$ cat src/hw/rtl/sidt_pkg.sv
package sidt_pkg;

	// Width of the converted value; the bits above it in the input word hold buffer_size.
	localparam int VALUE_WIDTH = 64;

	// Decimal digits needed for any VALUE_WIDTH-bit magnitude (1233/4096 ~ log10(2)).
	localparam int NDIG = ((VALUE_WIDTH * 1233) >> 12) + 1;

	// Double dabble: bits consumed per cycle and number of cycles.
	localparam int BITS_PER_STEP = 4;
	localparam int STEPS = (VALUE_WIDTH + BITS_PER_STEP - 1) / BITS_PER_STEP;
	localparam int SH_W = STEPS * BITS_PER_STEP;
	localparam int BCD_W = NDIG * 4;
	localparam int STEP_W = (STEPS > 1) ? $clog2(STEPS) : 1;

	localparam int IDX_W = $clog2(NDIG);
	localparam int LEN_W = $clog2(NDIG + 2);
	localparam int SIZE_W = 8;
	localparam int CMP_W = SIZE_W + 1;

	localparam int CHAR_W = 7;
	localparam int IN_W = 72;
	localparam int OUT_W = 8;

	localparam int QDEPTH = 2;
	localparam int QPTR_W = (QDEPTH > 1) ? $clog2(QDEPTH) : 1;
	localparam int QCNT_W = $clog2(QDEPTH + 1);

	localparam logic [CHAR_W-1:0] CHAR_ZERO = 7'h30;
	localparam logic [CHAR_W-1:0] CHAR_MINUS = 7'h2D;
	localparam logic [CHAR_W-1:0] CHAR_NONE = 7'h00;

	// One classified word handed from the front end to the converter.
	typedef struct packed {
		logic neg;
		logic [VALUE_WIDTH-1:0] mag;
		logic [SIZE_W-1:0] size;
	} item_t;

endpackage

$ cat src/hw/rtl/sidt_front.sv
module sidt_front
	import sidt_pkg::*;
(
	input  logic            s_axis_tvalid,
	output logic            s_axis_tready,
	input  logic [IN_W-1:0] s_axis_tdata,   // [63:0] value, [71:64] buffer_size
	output logic            push_valid,
	input  logic            push_ready,
	output item_t           push_item
);

	logic [VALUE_WIDTH-1:0] v;

	// Sign split; the negation is unsigned so the most negative value maps to 2^(W-1).
	always_comb begin
		v = s_axis_tdata[VALUE_WIDTH-1:0];
		push_item.neg = v[VALUE_WIDTH-1];
		push_item.mag = v[VALUE_WIDTH-1] ? (~v + 1'b1) : v;
		push_item.size = s_axis_tdata[64 +: SIZE_W];
	end

	assign push_valid = s_axis_tvalid;
	assign s_axis_tready = push_ready;

endmodule

$ cat src/hw/rtl/sidt_queue.sv
module sidt_queue
	import sidt_pkg::*;
(
	input  logic  clk,
	input  logic  arst_n,
	input  logic  push_valid,
	output logic  push_ready,
	input  item_t push_item,
	output logic  pop_valid,
	input  logic  pop_ready,
	output item_t pop_item
);

	item_t mem_q [QDEPTH];
	logic [QPTR_W-1:0] wr_ptr_q;
	logic [QPTR_W-1:0] rd_ptr_q;
	logic [QCNT_W-1:0] count_q;
	logic do_push;
	logic do_pop;

	assign push_ready = (count_q != QCNT_W'(QDEPTH));
	assign pop_valid = (count_q != '0);
	assign pop_item = mem_q[rd_ptr_q];
	assign do_push = push_valid && push_ready;
	assign do_pop = pop_valid && pop_ready;

	always_ff @(posedge clk) begin
		if (do_push) begin
			mem_q[wr_ptr_q] <= push_item;
		end
	end

	always_ff @(posedge clk or negedge arst_n) begin
		if (!arst_n) begin
			wr_ptr_q <= '0;
			rd_ptr_q <= '0;
			count_q <= '0;
		end else begin
			if (do_push) begin
				wr_ptr_q <= (wr_ptr_q == QPTR_W'(QDEPTH - 1)) ? '0 : wr_ptr_q + 1'b1;
			end
			if (do_pop) begin
				rd_ptr_q <= (rd_ptr_q == QPTR_W'(QDEPTH - 1)) ? '0 : rd_ptr_q + 1'b1;
			end
			if (do_push && !do_pop) begin
				count_q <= count_q + 1'b1;
			end else if (do_pop && !do_push) begin
				count_q <= count_q - 1'b1;
			end
		end
	end

endmodule

$ cat src/hw/rtl/sidt_back.sv
module sidt_back
	import sidt_pkg::*;
(
	input  logic             clk,
	input  logic             arst_n,
	input  logic             pop_valid,
	output logic             pop_ready,
	input  item_t            pop_item,
	output logic             m_axis_tvalid,
	input  logic             m_axis_tready,
	output logic [OUT_W-1:0] m_axis_tdata,   // [6:0] character, [7] zero
	output logic             m_axis_tlast,
	output logic             m_axis_tuser    // [0] error
);

	typedef enum logic [1:0] {
		B_IDLE,
		B_CONV,
		B_LEN,
		B_EMIT
	} bstate_t;

	bstate_t state_q;
	logic [SH_W-1:0] bin_q;
	logic [BCD_W-1:0] bcd_q;
	logic [STEP_W-1:0] step_q;
	logic [IDX_W-1:0] idx_q;
	logic [SIZE_W-1:0] size_q;
	logic neg_q;
	logic sign_pend_q;
	logic err_q;
	logic out_valid_q;
	logic [CHAR_W-1:0] out_char_q;
	logic out_last_q;
	logic out_err_q;

	logic [SH_W-1:0] bin_nx;
	logic [BCD_W-1:0] bcd_nx;
	logic [LEN_W-1:0] nd;
	logic [LEN_W:0] len_c;
	logic len_err;
	logic slot_free;
	logic [3:0] dig;

	// Four shift/add-3 steps per cycle.
	always_comb begin
		bin_nx = bin_q;
		bcd_nx = bcd_q;
		for (int s = 0; s < BITS_PER_STEP; s++) begin
			for (int d = 0; d < NDIG; d++) begin
				if (bcd_nx[d*4 +: 4] >= 4'd5) begin
					bcd_nx[d*4 +: 4] = bcd_nx[d*4 +: 4] + 4'd3;
				end
			end
			bcd_nx = {bcd_nx[BCD_W-2:0], bin_nx[SH_W-1]};
			bin_nx = {bin_nx[SH_W-2:0], 1'b0};
		end
	end

	// Significant digit count, at least one.
	always_comb begin
		nd = LEN_W'(1);
		for (int d = 0; d < NDIG; d++) begin
			if (bcd_q[d*4 +: 4] != 4'd0) begin
				nd = LEN_W'(d + 1);
			end
		end
		len_c = {1'b0, nd} + {{LEN_W{1'b0}}, neg_q};
		// len > size-1 with size >= 2 is len >= size; covers size 0 and 1 too
		len_err = (CMP_W'(len_c) >= CMP_W'(size_q));
	end

	assign dig = bcd_q[{idx_q, 2'b00} +: 4];
	assign slot_free = !out_valid_q || m_axis_tready;
	assign pop_ready = (state_q == B_IDLE);

	always_ff @(posedge clk or negedge arst_n) begin
		if (!arst_n) begin
			state_q <= B_IDLE;
			out_valid_q <= 1'b0;
			step_q <= '0;
		end else begin
			// output register: reload when emitting, else drop once taken
			if ((state_q == B_EMIT) && slot_free) begin
				out_valid_q <= 1'b1;
			end else if (m_axis_tready) begin
				out_valid_q <= 1'b0;
			end
			case (state_q)
				B_IDLE: begin
					if (pop_valid) begin
						bin_q <= SH_W'(pop_item.mag);
						bcd_q <= '0;
						neg_q <= pop_item.neg;
						size_q <= pop_item.size;
						step_q <= '0;
						state_q <= B_CONV;
					end
				end
				B_CONV: begin
					bin_q <= bin_nx;
					bcd_q <= bcd_nx;
					step_q <= step_q + 1'b1;
					if (step_q == STEP_W'(STEPS - 1)) begin
						state_q <= B_LEN;
					end
				end
				B_LEN: begin
					err_q <= len_err;
					sign_pend_q <= neg_q;
					idx_q <= IDX_W'(nd - 1'b1);
					state_q <= B_EMIT;
				end
				B_EMIT: begin
					if (slot_free) begin
						if (err_q) begin
							out_char_q <= CHAR_NONE;
							out_last_q <= 1'b1;
							out_err_q <= 1'b1;
							state_q <= B_IDLE;
						end else if (sign_pend_q) begin
							out_char_q <= CHAR_MINUS;
							out_last_q <= 1'b0;
							out_err_q <= 1'b0;
							sign_pend_q <= 1'b0;
						end else begin
							out_char_q <= CHAR_ZERO + {3'b000, dig};
							out_last_q <= (idx_q == '0);
							out_err_q <= 1'b0;
							if (idx_q == '0) begin
								state_q <= B_IDLE;
							end else begin
								idx_q <= idx_q - 1'b1;
							end
						end
					end
				end
				default: begin
					state_q <= B_IDLE;
				end
			endcase
		end
	end

	assign m_axis_tvalid = out_valid_q;
	assign m_axis_tdata = {1'b0, out_char_q};
	assign m_axis_tlast = out_last_q;
	assign m_axis_tuser = out_err_q;

	a_err_is_last: assert property (@(posedge clk) disable iff (!arst_n)
		out_valid_q && out_err_q |-> out_last_q && (out_char_q == CHAR_NONE))
		else $error("error word not alone");

	a_char_legal: assert property (@(posedge clk) disable iff (!arst_n)
		out_valid_q && !out_err_q |-> (out_char_q == CHAR_MINUS) ||
			((out_char_q >= CHAR_ZERO) && (out_char_q <= CHAR_ZERO + 7'd9)))
		else $error("bad character");

	a_idx_range: assert property (@(posedge clk) disable iff (!arst_n)
		(state_q == B_EMIT) |-> (idx_q <= IDX_W'(NDIG - 1)))
		else $error("digit index out of range");

	a_minus_not_last: assert property (@(posedge clk) disable iff (!arst_n)
		out_valid_q && (out_char_q == CHAR_MINUS) |-> !out_last_q)
		else $error("sign flagged last");

endmodule

$ cat src/hw/rtl/signed_int_to_decimal_text_core.sv
// Signed integer to decimal text.
// Input stream (s_axis): one word per conversion, tdata[63:0] = value (two's
// complement), tdata[71:64] = buffer_size (bytes including terminator).
// Output stream (m_axis): one ASCII character per word, most significant first,
// '-' leading for negatives; tlast marks the final character of a conversion.
// tuser = error: the text plus terminator would not fit in buffer_size bytes;
// that word is then the only one, with character 0 and tlast set.
// Steps: a conversion loads the word, runs double dabble (4 bits per cycle
// over the 64-bit magnitude), checks length and fit, then emits the characters
// (1 to 20) one after another, each as the output register frees up. The
// converter handles one word at a time; a 2-deep queue after the input stage
// takes up to two further words while it works.
// Reset (arst_n low) empties the queue and the output register at once.
// When the receiver drops tready, the current character holds in the output
// register and the converter waits; once the queue fills, s_axis_tready drops.
module signed_int_to_decimal_text_core
	import sidt_pkg::*;
(
	input  logic             clk,
	input  logic             arst_n,
	input  logic             s_axis_tvalid,
	output logic             s_axis_tready,
	input  logic [IN_W-1:0]  s_axis_tdata,   // [63:0] value, [71:64] buffer_size
	output logic             m_axis_tvalid,
	input  logic             m_axis_tready,
	output logic [OUT_W-1:0] m_axis_tdata,   // [6:0] character, [7] zero
	output logic             m_axis_tlast,
	output logic             m_axis_tuser    // [0] error
);

	logic push_valid;
	logic push_ready;
	item_t push_item;
	logic pop_valid;
	logic pop_ready;
	item_t pop_item;

	// Sign/magnitude split of the incoming word
	sidt_front u_front (
		.s_axis_tvalid (s_axis_tvalid),
		.s_axis_tready (s_axis_tready),
		.s_axis_tdata  (s_axis_tdata),
		.push_valid    (push_valid),
		.push_ready    (push_ready),
		.push_item     (push_item)
	);

	// Decouples intake from the converter
	sidt_queue u_queue (
		.clk        (clk),
		.arst_n     (arst_n),
		.push_valid (push_valid),
		.push_ready (push_ready),
		.push_item  (push_item),
		.pop_valid  (pop_valid),
		.pop_ready  (pop_ready),
		.pop_item   (pop_item)
	);

	// Binary to BCD, fit check, character emission
	sidt_back u_back (
		.clk           (clk),
		.arst_n        (arst_n),
		.pop_valid     (pop_valid),
		.pop_ready     (pop_ready),
		.pop_item      (pop_item),
		.m_axis_tvalid (m_axis_tvalid),
		.m_axis_tready (m_axis_tready),
		.m_axis_tdata  (m_axis_tdata),
		.m_axis_tlast  (m_axis_tlast),
		.m_axis_tuser  (m_axis_tuser)
	);

endmodule
$ cat config.mk
export PLATFORM = sky130hd
export DESIGN_NAME = signed_int_to_decimal_text_core
export DESIGN_NICKNAME = d
export VERILOG_FILES = /design/src/hw/rtl/sidt_pkg.sv /design/src/hw/rtl/sidt_front.sv /design/src/hw/rtl/sidt_queue.sv /design/src/hw/rtl/sidt_back.sv /design/src/hw/rtl/signed_int_to_decimal_text_core.sv
export SDC_FILE = /design/constraint.sdc
export NUM_CORES = 1
export LEC_CHECK = 0
export ABC_AREA = 1
export BUFFER_PORTS_ARGS = -buffer_cell sky130_fd_sc_hd__buf_2
export CELL_PAD_IN_SITES_DETAIL_PLACEMENT = 1
export CELL_PAD_IN_SITES_GLOBAL_PLACEMENT = 1
export CORE_ASPECT_RATIO = 1.1
export CORE_MARGIN = 3
export CORE_UTILIZATION = 25
export CTS_CLUSTER_DIAMETER = 30
export DETAILED_ROUTE_END_ITERATION = 7
export GPL_ROUTABILITY_DRIVEN = 0
export PLACE_DENSITY_LB_ADDON = 0.1
export SLEW_MARGIN = 25
export SYNTH_ARGS = -nofsm -noshare
export SYNTH_HDL_FRONTEND = slang
export SYNTH_SLANG_ARGS = --single-unit
$ cat constraint.sdc
create_clock -name clk -period 18.6 [get_ports clk]
set_clock_uncertainty 0.1 [all_clocks]
set_input_delay 2.79 -clock clk [delete_from_list [all_inputs] [get_ports clk]]
set_output_delay 2.79 -clock clk [all_outputs]
set_load 0.005 [all_outputs]
== After elaboration in Yosys (flattened, before gate mapping) ==
Memories as Yosys holds them, arrays and structs flattened.
Cells that the tools add are included.
Word-level totals
  memories: 1
  output and inout port bits: 12
  bits in writable memories: 146
  bits in registers: 180
  logic and storage cells: 380
Cells by class
  shift-type cells: 1
  bitwise operators: 1
  reduce and logical (&&, ||, !) cells: 44
  muxes and demuxes: 132
  eq/ne operators: 13
  add/sub/neg operators: 90
  order comparisons: 81
Memories
  u_queue.mem_q: words 2, bits a word 73, read ports 1, clocked after Yosys merged registers in 0, write ports 1, RTL line sidt_queue.sv:14  | item_t mem_q [QDEPTH];
Operator list (number)
  two-way mux 4 bit: 85
  greater-or-equal comparator 4 x 3 -> 1 bit, second input constant: 80
  adder 4 x 2 -> 4 bit, second input constant: 76
  case mux 80 bit (2 select lines): 1
  two-way mux 64 bit: 2
  case mux 64 bit (2 select lines): 1
  two-way mux 80 bit: 1
  variable part select 80 x 8 -> 4 bit: 1
  nonzero test 4 bit: 19
  adder 64 x 1 -> 64 bit, second input constant: 1
  inverter 64 bit: 1
  two-way mux 5 bit: 9
  two-way mux 3 bit: 8
  two-way mux 2 bit: 10
  adder 3 x 2 -> 3 bit, second input constant: 4
  two-way mux 1 bit: 10
  case mux 5 bit (2 select lines): 1
  nonzero test 2 bit: 5
  subtractor 5 x 1 -> 5 bit, second input constant: 2
  AND reduction 3 bit: 3
  greater-or-equal comparator 6 x 8 -> 1 bit: 1
  inequality test 2 bit, second input constant: 4
  case mux 2 bit (4 select lines): 1
  case mux 4 bit (2 select lines): 1
  other kinds (24): 35

== Logic depth before layout (Yosys ltp) ==
  word-level depth: 22
  depth in mapped cells: 34
  gate-level depth less buffers: 34

== By module ==
A second synthesis with hierarchy kept.
Unflattened totals
  cells, all modules: 3210
  area total of the unflattened synthesis: 24776.3 µm²
Modules (own cells, without submodules)
  sidt_back: area each 16781.1 µm², cells each 2310, instances 1, sequential area each 5220.0 µm²
  sidt_queue: area each 5527.8 µm², cells each 410, instances 1, sequential area each 4484.3 µm²
  sidt_front: area each 2467.4 µm², cells each 490, instances 1, sequential area each 0.0 µm²

== Worst setup path after synthesis ==
Ideal clock, no wire load.
  path kind: input to register
  start point: input port arst_n
  end point: register u_back.bcd_q[0], enable pin
  stages: 2
  path buffers: 0
  path slack: 9.049 ns
  data arrival time: 8.802 ns
  cells stage by stage: inv_1 nor2_1
Between the ends
  longest elaborated chain between the ends: 1
RTL lines
  start: declaration: RTL line signed_int_to_decimal_text_core.sv:20  | input logic arst_n,
  AND reduction 3 bit (no line)
  end signal: assignment: RTL line sidt_back.sv:102  | bcd_q <= bcd_nx;
  end: declaration: RTL line sidt_back.sv:25  | logic [BCD_W-1:0] bcd_q;
Every way passes these cells.
A chain may end at the register's enable or synchronous reset.

==> qor.csv <==
stage;metric;value;unit
status;status;finished clean;
routing;1st-iter DRT viols;639;
timing;actual slew at the worst max-slew pin;0.979;ns
floorplanning;chip height;328;um
logic_synthesis;post-synth cell types;59;
placed_design;Final HPWL DP;52.0;mm
logic_synthesis;Ys Warns;0;
final_layout;Inserted Diodes;0;
flow_run;Max Cap Viol;0;
clocking;Longest Clk Path Bufs;3;
clocking;H-tree depth;3;
clocking;setup bufs post-CTS;0;
clocking;CTS Root Buffer Type;clkbuf_16;
routing;vias per cell;4.48;
logic_synthesis;sequential fraction of the synthesis area;41.1;%
worst_setup_path;r2r setup slk;13.96;ns
timing;endpoints failing hold;0;
placed_design;Placed Instances;4171;
routing;detailed-route wire length;70.6;mm
global_routing;initial antenna violation count;0;
global_routing;largest net degree at the start of global routing;145;
clocking;CTS-repair resized insts;0;
logic_synthesis;Synth Instances;2884;
final_layout;Final Net Count;3270;
worst_setup_path;Worst Setup End Kind;flip-flop;
global_routing;vias in the first global route;21200;
timing;Slew HR;34.7;%
timing;final setup fails;0;
logic_synthesis;FF+latch count, synth;325;
worst_setup_path;Worst Path Class, Setup;input pin to flip-flop;
final_layout;most common cell after layout, fill and taps aside;nand2_1;
timing;final worst path period need;4.90;ns
timing;RSZ-0062 raised after global routing;no;
worst_hold_path;Worst Hold Class;flip-flop to flip-flop;
worst_setup_path;Max FO, Critical Path;5;
global_routing;total grt overflow;0;
global_routing;GR Util All Layers;14.4;%
floorplanning;core area;93100;sq um
clocking;worst skew pair latency;0.64;ns
clocking;CTS tree;built;
timing;Final Max Slew Viols;0;
clocking;CTS Buf Count;92;
clocking;clk sink count;325;
floorplanning;die width;299;um
floorplanning;Die Area;98100;sq um
routing;Routed Antenna Nets;0;
timing;fin crit share;26.3;%
timing;Max Fclk;204;MHz
final_layout;Layout area overhead;21.6;%
logic_synthesis;Synth Cell Area;23600;sq um
timing;Fin Hold WS;0.405;ns
routing;drt first pass iters;4;
floorplanning;initial core utilization;25.3;%
routing;DR DRC count;0;
worst_setup_path;Worst Path Required;18.89;ns
final_layout;most frequent cells in the layout;nand2_1 (491), inv_1 (462), edfxtp_1 (314), nor2_1 (306), a21oi_1 (287);
timing;Setup TNS;0;ns
floorplanning;Std-Cell Rows;117;
logic_synthesis;largest cells by area after synthesis;edfxtp_1 (40%), ha_1 (9.4%), nand2_1 (7.8%), inv_1 (7.4%), a21oi_1 (6.1%);
final_layout;Layout Cells excl Fill;4343;
placed_design;area post-placement;25500;sq um
logic_synthesis;Avg Cell Area, Syn;8.18;sq um
placed_design;number of port buffers;85;
worst_setup_path;startpoint class of the critical path;input pin;
routing;Via Count;19400;
final_layout;design area;28700;sq um
worst_setup_path;Data arrival, critical path;5.19;ns
clocking;Worst-path clk slew;0.04;ns
logic_synthesis;post-synth top area cell;edfxtp_1;
clocking;hold buffer count at cts;0;
final_layout;layout cells sized above 1;15.2;%
global_routing;first-pass GRT wire length;114;mm
floorplanning;Top Ports;88;
routing;Avg WL per Cell;16.3;um
logic_synthesis;top-area cell type share of the netlist area;40.0;%
==> worst paths after layout <==
path,start,cells past startpoint,to
setup / recovery,s_axis_tdata[0],15,u_queue.mem_q[0][70]
hold / removal,u_back.step_q[0],1,u_back.step_q[0]
setup reg to reg,u_back.bcd_q[68],24,u_back.bcd_q[73]
hold reg to reg,u_back.step_q[0],1,u_back.step_q[0]
max in group asynchronous,arst_n,1,u_queue.rd_ptr_q
min in group asynchronous,arst_n,1,u_queue.count_q[1]
==> metal layers <==
layer	global-route usage, %	up-vias	wire length, um
met5	0	-	0
met4	4.71	0	1790
met3	2.15	113	2050
met2	26.4	218	35500
met1	17.2	9348	31300
li1	-	9769	-
==> logic make-up after synthesis <==
group	Yosys count	share of synthesized area (%)
muxes	1	0.0424
xor gates and xnor gates	135	5.33
and+or+nand+nor	1047	19.2
adders and majority gates	178	9.44
AOI/OAI and AO/OA	639	15.9
other	1	0.0159
buffers and inverters	558	8.92
DFF	325	41.1
==> Yosys cell counts, drive strengths merged <==
| cell type | number |
|---|---|
| a21oi | 304 |
| a211oi | 19 |
| nor4 | 18 |
| inv | 497 |
| nand3b | 22 |
| a31oi | 9 |
| and3 | 3 |
| xnor2 | 39 |
| edfxtp | 314 |
| buf | 8 |
| o31ai | 3 |
| or2 | 26 |
| o211ai | 3 |
| nand3 | 76 |
| nor3b | 1 |
| nor2 | 317 |
| a21boi | 11 |
| clkbuf | 52 |
| o21a | 10 |
| dfrtp | 11 |
| nand4 | 9 |
| and2 | 6 |
| nand2 | 530 |
| or4 | 1 |
| xor2 | 96 |
| conb | 1 |
| mux2i | 1 |
| clkinv | 1 |
| a32o | 4 |
| ha | 178 |
| nor3 | 38 |
| o41ai | 1 |
| a21o | 1 |
| o21ai | 273 |
| o2111ai | 1 |
==> state kept, by name, summed over array words and instances (netlist names), 2 cells and up <==
signal             count
u_back.bcd_q          80
u_back.bin_q          64
u_back.idx_q           5
u_back.out_char_q      6
u_back.size_q          8
u_back.state_q         2
u_back.step_q          4
u_queue.count_q        2
u_queue.mem_q        146
==> layout make-up <==
cell class                 count  area (sq um)
multi-input combinational   2003         11800
inverter                     498          1870
timing repair buffer          96           520
clock inverter                65           806
sequential                   325          9710
clock buffer                 107          2400
fill                       11000         64400
tap                         1249          1560
==> metrics by stage <==
stage	setup WS (ns)	util, %
after detailed placement	13.01	27.4
after global routing	13.35	30.8
after floorplan	9.05	-
after CTS	13.69	30.8
final	13.70	30.8
after global placement	13.03	27.4
==> worst max-delay path: stages <==
cell	delay, ns
buf_2	0.11
inv_1	0.07
ha_1	0.19
nand3_2	0.18
nor3_4	0.26
nand2_2	0.10
nor3_2	0.13
and3_2	0.24
nand3_2	0.17
nor2_2	0.26
a21oi_2	0.12
nor2_2	0.17
o21a_1	0.18
nand2_1	0.07
xor2_1	0.15
Power is left out: the tool's default activity adds up to more than one toggle a clock period on the data nets, which glitch-free logic cannot reach.
